<file path="config.mk">
export PLATFORM = sky130hd
export DESIGN_NAME = chunked_energy_speech_detector_core_flat
export DESIGN_NICKNAME = d
export VERILOG_FILES = /design/src/rtl/cesd_pkg.sv /design/src/rtl/cesd_in_if.sv /design/src/rtl/cesd_out_if.sv /design/src/rtl/cesd_cfg_if.sv /design/src/rtl/chunked_energy_speech_detector_core.sv /design/src/rtl/cesd_ctrl.sv /design/src/rtl/cesd_dp.sv /design/src/flat_wrapper.sv
export SDC_FILE = /design/constraint.sdc
export NUM_CORES = 2
export LEC_CHECK = 0
export ABC_AREA = 0
export BUFFER_PORTS_ARGS = -buffer_cell sky130_fd_sc_hd__buf_2
export CAP_MARGIN = 15
export CELL_PAD_IN_SITES_DETAIL_PLACEMENT = 0
export CELL_PAD_IN_SITES_GLOBAL_PLACEMENT = 1
export CORE_ASPECT_RATIO = 1.25
export CORE_MARGIN = 8
export CORE_UTILIZATION = 54
export DETAILED_ROUTE_END_ITERATION = 10
export GPL_TIMING_DRIVEN = 0
export PLACE_DENSITY_LB_ADDON = 0.1
export SYNTH_ARGS = -nofsm -noshare
export SYNTH_HDL_FRONTEND = slang
export SYNTH_HIERARCHICAL = 1
export SYNTH_SLANG_ARGS = --single-unit
</file>
<file path="constraint.sdc">
create_clock -name clk -period 18.85 [get_ports clk]
set_input_delay 1.885 -clock clk [delete_from_list [all_inputs] [get_ports clk]]
set_output_delay 1.885 -clock clk [all_outputs]
set_load 0.01 [all_outputs]
</file>
<file path="src/rtl/cesd_pkg.sv">
package cesd_pkg;

  // field widths
  localparam int CMD_W    = 3;
  localparam int SAMPLE_W = 16;
  localparam int CFG_W    = 16;
  localparam int IDX_W    = 2;
  localparam int CNT_W    = 16;
  localparam int SUM_W    = 32;
  localparam int MS_W     = 45;

  // input command codes
  typedef enum logic [CMD_W-1:0] {
    CMD_SAMPLE     = 3'd0,
    CMD_SAMPLE_END = 3'd1,
    CMD_END        = 3'd2,
    CMD_CANCEL     = 3'd3,
    CMD_RESET      = 3'd4
  } cmd_t;

  // register indexes
  localparam logic [IDX_W-1:0] REG_SAMPLE_RATE = 2'd0;
  localparam logic [IDX_W-1:0] REG_CHUNK       = 2'd1;
  localparam logic [IDX_W-1:0] REG_THRESHOLD   = 2'd2;

  // register reset values
  localparam logic [CFG_W-1:0] RATE_RESET      = 16'd16000;
  localparam logic [CFG_W-1:0] CHUNK_RESET     = 16'd16000;
  localparam logic [CFG_W-1:0] THRESHOLD_RESET = 16'd200;

  // rate clamp and time scale
  localparam logic [CFG_W-1:0] RATE_MIN = 16'd8000;
  localparam logic [CFG_W-1:0] RATE_MAX = 16'd48000;
  localparam int MS_PER_S     = 1000;
  localparam int MS_SCALE_W   = 10;

  // controller states
  typedef enum logic [2:0] {
    ST_IDLE,
    ST_MULT,
    ST_DECIDE,
    ST_LOAD_A,
    ST_LOAD_B,
    ST_DIV,
    ST_STORE,
    ST_OUT
  } state_t;

  // controller to datapath commands
  typedef struct packed {
    logic accept;
    logic mult;
    logic decide;
    logic load_a;
    logic load_b;
    logic div_step;
    logic store;
    logic sel_end;
    logic out_write;
  } ctl_t;

  // datapath to controller status
  typedef struct packed {
    logic close;
    logic emit;
    logic div_done;
    logic out_free;
  } stat_t;

endpackage

</file>
<file path="src/rtl/cesd_in_if.sv">
interface cesd_in_if;
  import cesd_pkg::*;

  logic                       valid;
  logic                       ready;
  logic [CMD_W-1:0]           cmd;
  logic signed [SAMPLE_W-1:0] sample;

  modport source (output valid, output cmd, output sample, input ready);
  modport sink (input valid, input cmd, input sample, output ready);
endinterface

</file>
<file path="src/rtl/cesd_out_if.sv">
interface cesd_out_if;
  import cesd_pkg::*;

  logic            valid;
  logic            ready;
  logic            is_final;
  logic            speech;
  logic [MS_W-1:0] first_ms;
  logic [MS_W-1:0] end_ms;

  modport source (output valid, output is_final, output speech, output first_ms,
                  output end_ms, input ready);
  modport sink (input valid, input is_final, input speech, input first_ms,
                input end_ms, output ready);
endinterface

</file>
<file path="src/rtl/cesd_cfg_if.sv">
interface cesd_cfg_if;
  import cesd_pkg::*;

  logic             valid;
  logic             ready;
  logic [IDX_W-1:0] index;
  logic [CFG_W-1:0] data;

  modport source (output valid, output index, output data, input ready);
  modport sink (input valid, input index, input data, output ready);
endinterface

</file>
<file path="src/rtl/chunked_energy_speech_detector_core.sv">
// Energy-based speech detector over fixed-size chunks of PCM samples.
// audio channel: one item per sample or command (sample, sample ending the
//   stream, end of stream, cancel, counter reset), accepted on valid && ready.
// result channel: one item per speech chunk and per final chunk, carrying the
//   final and speech flags and the chunk start and end times in ms.
// cfg channel: writes sample rate, chunk size and speech threshold; always
//   ready, meant to be used while the block is idle.
// Timing: samples that do not close their chunk stream at one per clock. A
//   close that emits nothing passes through the multiply and decide states.
//   A close with a result also runs the shared restoring divider, which
//   converts the start and then the end sample count to ms, one quotient bit
//   per cycle over COUNTER_BITS + 10 bits.
// The result sits in an output register; the block goes on accepting items
//   while it waits, and holds at the next result until the receiver takes
//   the pending one.
// Reset clears the chunk, the sample counter and the output, and loads the
//   register defaults (16000 Hz, 16000-sample chunks, threshold 200).
module chunked_energy_speech_detector_core #(
  parameter int COUNTER_BITS = 48
) (
  input logic        clk,
  input logic        rst,
  cesd_in_if.sink    audio,
  cesd_out_if.source result,
  cesd_cfg_if.sink   cfg
);
  import cesd_pkg::*;

  ctl_t  ctl;
  stat_t stat;

  // sequencer
  cesd_ctrl u_ctrl (
    .clk      (clk),
    .rst      (rst),
    .in_valid (audio.valid),
    .in_ready (audio.ready),
    .stat     (stat),
    .ctl      (ctl)
  );

  // accumulator, divider and output register
  cesd_dp #(
    .COUNTER_BITS (COUNTER_BITS)
  ) u_dp (
    .clk       (clk),
    .rst       (rst),
    .in_cmd    (audio.cmd),
    .in_sample (audio.sample),
    .ctl       (ctl),
    .stat      (stat),
    .cfg       (cfg),
    .result    (result)
  );

endmodule

</file>
<file path="src/rtl/cesd_ctrl.sv">
module cesd_ctrl (
  input  logic            clk,
  input  logic            rst,
  input  logic            in_valid,
  output logic            in_ready,
  input  cesd_pkg::stat_t stat,
  output cesd_pkg::ctl_t  ctl
);
  import cesd_pkg::*;

  state_t state, state_next;
  logic   phase_end, phase_end_next;

  // state registers
  always_ff @(posedge clk) begin
    if (rst) begin
      state     <= ST_IDLE;
      phase_end <= 1'b0;
    end else begin
      state     <= state_next;
      phase_end <= phase_end_next;
    end
  end

  // next state
  always_comb begin
    state_next     = state;
    phase_end_next = phase_end;
    unique case (state)
      ST_IDLE: begin
        if (in_valid && stat.close) state_next = ST_MULT;
      end
      ST_MULT: state_next = ST_DECIDE;
      ST_DECIDE: begin
        phase_end_next = 1'b0;
        state_next     = stat.emit ? ST_LOAD_A : ST_IDLE;
      end
      ST_LOAD_A: state_next = ST_LOAD_B;
      ST_LOAD_B: state_next = ST_DIV;
      ST_DIV: begin
        if (stat.div_done) state_next = ST_STORE;
      end
      ST_STORE: begin
        if (phase_end) begin
          state_next = ST_OUT;
        end else begin
          phase_end_next = 1'b1;
          state_next     = ST_LOAD_A;
        end
      end
      ST_OUT: begin
        if (stat.out_free) state_next = ST_IDLE;
      end
      default: state_next = ST_IDLE;
    endcase
  end

  // command outputs
  always_comb begin
    in_ready      = (state == ST_IDLE);
    ctl           = '0;
    ctl.sel_end   = phase_end;
    unique case (state)
      ST_IDLE:   ctl.accept    = in_valid;
      ST_MULT:   ctl.mult      = 1'b1;
      ST_DECIDE: ctl.decide    = 1'b1;
      ST_LOAD_A: ctl.load_a    = 1'b1;
      ST_LOAD_B: ctl.load_b    = 1'b1;
      ST_DIV:    ctl.div_step  = 1'b1;
      ST_STORE:  ctl.store     = 1'b1;
      ST_OUT:    ctl.out_write = stat.out_free;
      default:   ctl.accept    = 1'b0;
    endcase
  end

endmodule

</file>
<file path="src/rtl/cesd_dp.sv">
module cesd_dp #(
  parameter int COUNTER_BITS = 48
) (
  input  logic                                 clk,
  input  logic                                 rst,
  input  logic [cesd_pkg::CMD_W-1:0]           in_cmd,
  input  logic signed [cesd_pkg::SAMPLE_W-1:0] in_sample,
  input  cesd_pkg::ctl_t                       ctl,
  output cesd_pkg::stat_t                      stat,
  cesd_cfg_if.sink                             cfg,
  cesd_out_if.source                           result
);
  import cesd_pkg::*;

  localparam int DW  = COUNTER_BITS + MS_SCALE_W;
  localparam int DCW = $clog2(DW);
  localparam int XW  = (DW > MS_W) ? DW : MS_W + 1;

  logic [CFG_W-1:0]        rate_reg, chunk_reg, thr_reg;
  logic [CNT_W-1:0]        chunk_count;
  logic [SUM_W-1:0]        abs_sum;
  logic [COUNTER_BITS-1:0] total_samples, start_samples;
  logic                    final_r, speech_r;
  logic [SUM_W:0]          prod;
  logic [DW-1:0]           dvd;
  logic [CFG_W-1:0]        rem;
  logic [DCW-1:0]          div_cnt;
  logic [MS_W-1:0]         first_ms_r, end_ms_r;
  logic                    out_valid;

  logic [SAMPLE_W:0]       mag;
  logic [CNT_W-1:0]        count_inc, limit;
  logic [COUNTER_BITS:0]   total_sum;
  logic [COUNTER_BITS-1:0] total_sat, conv_src;
  logic [DW-1:0]           src_ext;
  logic [CFG_W-1:0]        rate_eff;
  logic [CFG_W:0]          rem_sh;
  logic                    ge, speech_now;
  logic [XW-1:0]           q_ext;
  logic [MS_W-1:0]         ms_val;

  // configuration registers
  assign cfg.ready = 1'b1;
  always_ff @(posedge clk) begin
    if (rst) begin
      rate_reg  <= RATE_RESET;
      chunk_reg <= CHUNK_RESET;
      thr_reg   <= THRESHOLD_RESET;
    end else if (cfg.valid) begin
      unique case (cfg.index)
        REG_SAMPLE_RATE: rate_reg  <= cfg.data;
        REG_CHUNK:       chunk_reg <= cfg.data;
        REG_THRESHOLD:   thr_reg   <= cfg.data;
        default:         rate_reg  <= rate_reg;
      endcase
    end
  end

  // sample magnitude and close decision
  assign mag = in_sample[SAMPLE_W-1]
             ? (17'h10000 - {1'b0, in_sample[SAMPLE_W-1:0]})
             : {1'b0, in_sample[SAMPLE_W-1:0]};
  assign count_inc = chunk_count + 1'b1;
  assign limit     = (chunk_reg == '0) ? CNT_W'(1) : chunk_reg;

  always_comb begin
    stat.close = 1'b0;
    unique case (in_cmd)
      CMD_SAMPLE:     stat.close = (count_inc >= limit);
      CMD_SAMPLE_END: stat.close = 1'b1;
      CMD_END:        stat.close = 1'b1;
      default:        stat.close = 1'b0;
    endcase
  end

  // speech test without division: mean > thr  <=>  sum >= (thr + 1) * count
  assign speech_now = (chunk_count != '0) && ({1'b0, abs_sum} >= prod);
  assign stat.emit  = speech_now || final_r;

  // saturating sample counter
  assign total_sum = {1'b0, total_samples} + (COUNTER_BITS + 1)'(chunk_count);
  assign total_sat = total_sum[COUNTER_BITS] ? '1 : total_sum[COUNTER_BITS-1:0];

  // chunk accumulator and counter
  always_ff @(posedge clk) begin
    if (rst) begin
      chunk_count   <= '0;
      abs_sum       <= '0;
      total_samples <= '0;
      final_r       <= 1'b0;
    end else if (ctl.accept) begin
      final_r <= (in_cmd == CMD_SAMPLE_END) || (in_cmd == CMD_END);
      unique case (in_cmd)
        CMD_SAMPLE, CMD_SAMPLE_END: begin
          abs_sum     <= abs_sum + SUM_W'(mag);
          chunk_count <= count_inc;
        end
        CMD_CANCEL: begin
          abs_sum     <= '0;
          chunk_count <= '0;
        end
        CMD_RESET: begin
          abs_sum       <= '0;
          chunk_count   <= '0;
          total_samples <= '0;
        end
        default: abs_sum <= abs_sum;
      endcase
    end else if (ctl.decide) begin
      total_samples <= total_sat;
      abs_sum       <= '0;
      chunk_count   <= '0;
    end
  end

  // threshold product and chunk snapshot
  always_ff @(posedge clk) begin
    if (ctl.mult) begin
      prod <= (SUM_W + 1)'({1'b0, thr_reg} + 17'd1) * (SUM_W + 1)'(chunk_count);
    end
    if (ctl.decide) begin
      speech_r      <= speech_now;
      start_samples <= total_samples;
    end
  end

  // clamped rate
  always_comb begin
    if (rate_reg < RATE_MIN) begin
      rate_eff = RATE_MIN;
    end else if (rate_reg > RATE_MAX) begin
      rate_eff = RATE_MAX;
    end else begin
      rate_eff = rate_reg;
    end
  end

  // samples * 1000 / rate, one quotient bit a cycle
  assign conv_src = ctl.sel_end ? total_samples : start_samples;
  assign src_ext  = DW'(conv_src);
  assign rem_sh   = {rem, dvd[DW-1]};
  assign ge       = (rem_sh >= {1'b0, rate_eff});
  assign stat.div_done = (div_cnt == DCW'(DW - 1));

  always_ff @(posedge clk) begin
    if (ctl.load_a) begin
      dvd     <= (src_ext << 10) - (src_ext << 4);
      rem     <= '0;
      div_cnt <= '0;
    end else if (ctl.load_b) begin
      dvd <= dvd - (src_ext << 3);
    end else if (ctl.div_step) begin
      rem     <= ge ? CFG_W'(rem_sh - {1'b0, rate_eff}) : rem_sh[CFG_W-1:0];
      dvd     <= {dvd[DW-2:0], ge};
      div_cnt <= div_cnt + 1'b1;
    end
  end

  // saturate quotient to the ms field
  assign q_ext  = XW'(dvd);
  assign ms_val = (|q_ext[XW-1:MS_W]) ? '1 : q_ext[MS_W-1:0];

  always_ff @(posedge clk) begin
    if (ctl.store) begin
      if (ctl.sel_end) begin
        end_ms_r <= ms_val;
      end else begin
        first_ms_r <= ms_val;
      end
    end
  end

  // output register
  assign stat.out_free = !out_valid || result.ready;
  always_ff @(posedge clk) begin
    if (rst) begin
      out_valid <= 1'b0;
    end else if (ctl.out_write) begin
      out_valid <= 1'b1;
    end else if (result.ready) begin
      out_valid <= 1'b0;
    end
  end

  always_ff @(posedge clk) begin
    if (ctl.out_write) begin
      result.is_final <= final_r;
      result.speech   <= speech_r;
      result.first_ms <= first_ms_r;
      result.end_ms   <= end_ms_r;
    end
  end

  assign result.valid = out_valid;

  // a result is never written over one still waiting
  a_no_overwrite: assert property (@(posedge clk) disable iff (rst)
    ctl.out_write |-> (!out_valid || result.ready))
    else $error("result written while output register held");

  // closing a chunk empties the accumulator
  a_close_clears: assert property (@(posedge clk) disable iff (rst)
    ctl.decide |=> (chunk_count == '0 && abs_sum == '0))
    else $error("chunk state not cleared at close");

  // the sample counter never goes back at a close
  a_total_mono: assert property (@(posedge clk) disable iff (rst)
    ctl.decide |=> (total_samples >= $past(total_samples)))
    else $error("sample counter decreased at close");

endmodule
</file>
<file path="src/flat_wrapper.sv">
// flat-port wrapper written by rule: the top's interface ports become plain ports
module chunked_energy_speech_detector_core_flat import cesd_pkg::*;
#(
  parameter int COUNTER_BITS = 48
)
  (clk, rst, audio_valid, audio_cmd, audio_sample, audio_ready, result_valid, result_is_final, result_speech, result_first_ms, result_end_ms, result_ready, cfg_valid, cfg_index, cfg_data, cfg_ready);
  cesd_in_if audio_i ();
  cesd_out_if result_i ();
  cesd_cfg_if cfg_i ();
  input logic clk;
  input logic rst;
  input wire logic [$bits(audio_i.valid)-1:0] audio_valid;
  input wire logic [$bits(audio_i.cmd)-1:0] audio_cmd;
  input wire logic [$bits(audio_i.sample)-1:0] audio_sample;
  output wire logic [$bits(audio_i.ready)-1:0] audio_ready;
  output wire logic [$bits(result_i.valid)-1:0] result_valid;
  output wire logic [$bits(result_i.is_final)-1:0] result_is_final;
  output wire logic [$bits(result_i.speech)-1:0] result_speech;
  output wire logic [$bits(result_i.first_ms)-1:0] result_first_ms;
  output wire logic [$bits(result_i.end_ms)-1:0] result_end_ms;
  input wire logic [$bits(result_i.ready)-1:0] result_ready;
  input wire logic [$bits(cfg_i.valid)-1:0] cfg_valid;
  input wire logic [$bits(cfg_i.index)-1:0] cfg_index;
  input wire logic [$bits(cfg_i.data)-1:0] cfg_data;
  output wire logic [$bits(cfg_i.ready)-1:0] cfg_ready;
  assign audio_i.valid = audio_valid;
  assign audio_i.cmd = audio_cmd;
  assign audio_i.sample = audio_sample;
  assign audio_ready = audio_i.ready;
  assign result_valid = result_i.valid;
  assign result_is_final = result_i.is_final;
  assign result_speech = result_i.speech;
  assign result_first_ms = result_i.first_ms;
  assign result_end_ms = result_i.end_ms;
  assign result_i.ready = result_ready;
  assign cfg_i.valid = cfg_valid;
  assign cfg_i.index = cfg_index;
  assign cfg_i.data = cfg_data;
  assign cfg_ready = cfg_i.ready;
  chunked_energy_speech_detector_core #(.COUNTER_BITS(COUNTER_BITS)) u_core (.clk(clk), .rst(rst), .audio(audio_i), .result(result_i), .cfg(cfg_i));
endmodule
</file>
==> run metrics <==
status=finished clean; max reg flops=58; dpl hpwl=83800 um; clock-pin transition on the worst setup and hold timing paths=~60 ps; Resized Gates After CTS=0; RSZ-0062 raised after global routing=no; CP max FO=10; Crit Path Class=register to register; I/O pin cnt=137; Multi-input gate area=around 23000 sq um; fmax=109 MHz; Top Registers=u_core/u_dp/dvd x58, u_core/u_dp/start_samples x48, u_core/u_dp/total_samples x48; CTS sink count=a little under 500; CP Capture Type=register; Post-CTS Hold Buffers=0; GRT Util Overall=26.0%; Clock Skew=22.3 ps; YS warnings=6; sequential area share after synthesis=around 35%; #FFs+latches synth=494; Critical Path Stages=27; number of global-route vias before repair=30300; setup violators final=0; Tmin final=9210 ps; Clock Tree Root=clkbuf_16; CP startpoint kind=register; PnR Total Power=2.39 mW; DR vias=about 30000; Final nets=4804; Layout Area Growth over Synthesis=9.85%; H-tree levels=2; Arr. time, crit path=9610 ps; Sequential Area=13100 sq um; Die Width=253 um; worst vdd ir=63.1 uV; Initial Util=54.6%; DRT Pass-1 Iters=5; CTS tree=built; Fin Hold WS=418 ps; critical path's most frequent cell=fa_1; worst hold path type=register to register; Critical-path top delay cell=xor2_1; Post-synth EDFFs=322; antenna violations before repair=0; full die area=about 80000 sq um; Post-synth ARST share=0%; final setup TNS=0 ps; Leak=17.4 nW; Hold Path Depth=0; num rows=about 110; Tcrit/Tclk final=48.9%; setup ws final=roughly 9600 ps; Top reg by flops=u_core/u_dp/dvd; clk_lat worst skew=630 ps; fin area=~42000 sq um; critical path's top delay family=adder cells; mean routed wirelength per cell=19.7 um; post-synth cell types=91; height of the die=about 310 um; Port-buffer cells=133; Max-cap violations=0; postcts setup bufs=0; Worst Max-Slew Pin Slew=1170 ps; Reg2Reg Depth=27; DP Worst Slack=9590 ps; DRC errors left=0; CTS buffer count=50; global route overflow=0; Final ANT Viol Nets=0; Synth Cell Area=38000 sq um; Critical Path RT=19250 ps; routed wire length=103000 um; syn_nets=4609; largest net degree at the start of global routing=42; Post-Syn Instances=4056; fraction of layout cells with a size suffix above 1=slightly below 8%; Slowest Stage Delay on Critical Path=810 ps; fillers=6256; GP Congestion=0.944; Detailed Route Iter0 Violations=1466; dpl cell area=40000 sq um; vias per inst=approximately 5.7; Final Hold Viols=0; Top FF cell, synth=edfxtp_1; clock buffer depth=3; Syn Area/Cell=9.37 sq um; Worst Path Buf+Inv=4; power per cell area=57.2 nW/um^2; max-slew violation count=0; ANT cells=0; global-route wire length before repair=between 150000 and 200000 um; slew margin rel.=21.5%; Core Box Area=69600 sq um
[worst paths after layout]
check | from | end | slack [ps]
min | u_core/u_dp/first_ms_r[8] | u_core/u_dp/result.first_ms[8] | 420
min reg2reg | u_core/u_dp/first_ms_r[8] | u_core/u_dp/result.first_ms[8] | 420
max | u_core/u_dp/thr_reg[2] | u_core/u_dp/prod[32] | 9640
max reg2reg | u_core/u_dp/thr_reg[2] | u_core/u_dp/prod[32] | 9640
[routing by layer]
| metal | wire, um | up-vias | GRT usage [%] |
|---|---|---|---|
| met5 | 0 | - | 0 |
| met4 | 5420 | 0 | 12.9 |
| met1 | 39300 | 14300 | 28.8 |
| met2 | 53900 | 751 | 48.6 |
| met3 | 4170 | 239 | 2.77 |
| li1 | - | 14500 | - |
[cells in the mapped netlist, types with 89 or more instances]
master	count	area, sq um
clkbuf_1	150	563
ha_1	299	3740
xnor2_1	120	1050
edfxtp_1	322	9670
o21ai_0	192	961
nand2_1	458	1720
and2_1	134	838
a21o_1	100	751
fa_1	212	4240
nor2_1	208	781
xor2_1	89	780
dfxtp_1	172	3440
a21oi_1	273	1370
inv_1	400	1500
[where the power goes]
part / switching [mW] / leakage, nW / internal (mW)
Clock: 0.441 / 0.844 / 0.598
Sequential: 0.0105 / 3.98 / 1.15
Combinational: 0.117 / 12.6 / 0.0666
[kinds of logic (layout without fill, tap and decap cells)]
logic type / after synthesis / in the layout / synth area share, %
compound gates: 910 / 910 / 15.3
xor+xnor: 209 / 209 / 4.82
fa+ha+maj: 511 / 511 / 21.0
buf+inv: 582 / 818 / 5.83
flops: 494 / 494 / 34.5
mux: 86 / 86 / 2.28
other cells: 2 / 2 / 0.0198
simple gates: 1262 / 1262 / 16.2
[metrics by stage]
stage	utilization, %	cells
2_1_floorplan	-	4056
3_3_place_gp	57.2	5124
3_5_place_dp	57.5	5134
4_1_cts	60.0	5227
5_1_grt	60.0	5227
6_report	60.0	5227
[final cells by class]
class / instances / area share [%]
Sequential cell: 494 / 31.4
Inverter: 401 / 3.61
Timing Repair Buffer: 143 / 1.95
Multi-Input combinational cell: 2980 / 54.4
Clock buffer: 54 / 3.09
Tap cell: 935 / 2.80
Clock inverter: 39 / 1.06
Buffer: 181 / 1.70
[cells in the final DEF (no fill, tap or decap), types with 85 or more instances in the layout]
cell and instances:
nor2_1 207, buf_2 148, edfxtp_1 322, a21oi_1 273, dfxtp_1 172, a21o_1 100
o21ai_0 192, nand2_1 458, xnor2_1 120, clkbuf_1 153, inv_1 400, fa_1 212
xor2_1 89, and2_1 133, nand3_1 85, ha_1 299, mux2i_1 85
Power figures use the tool's default switching activity.
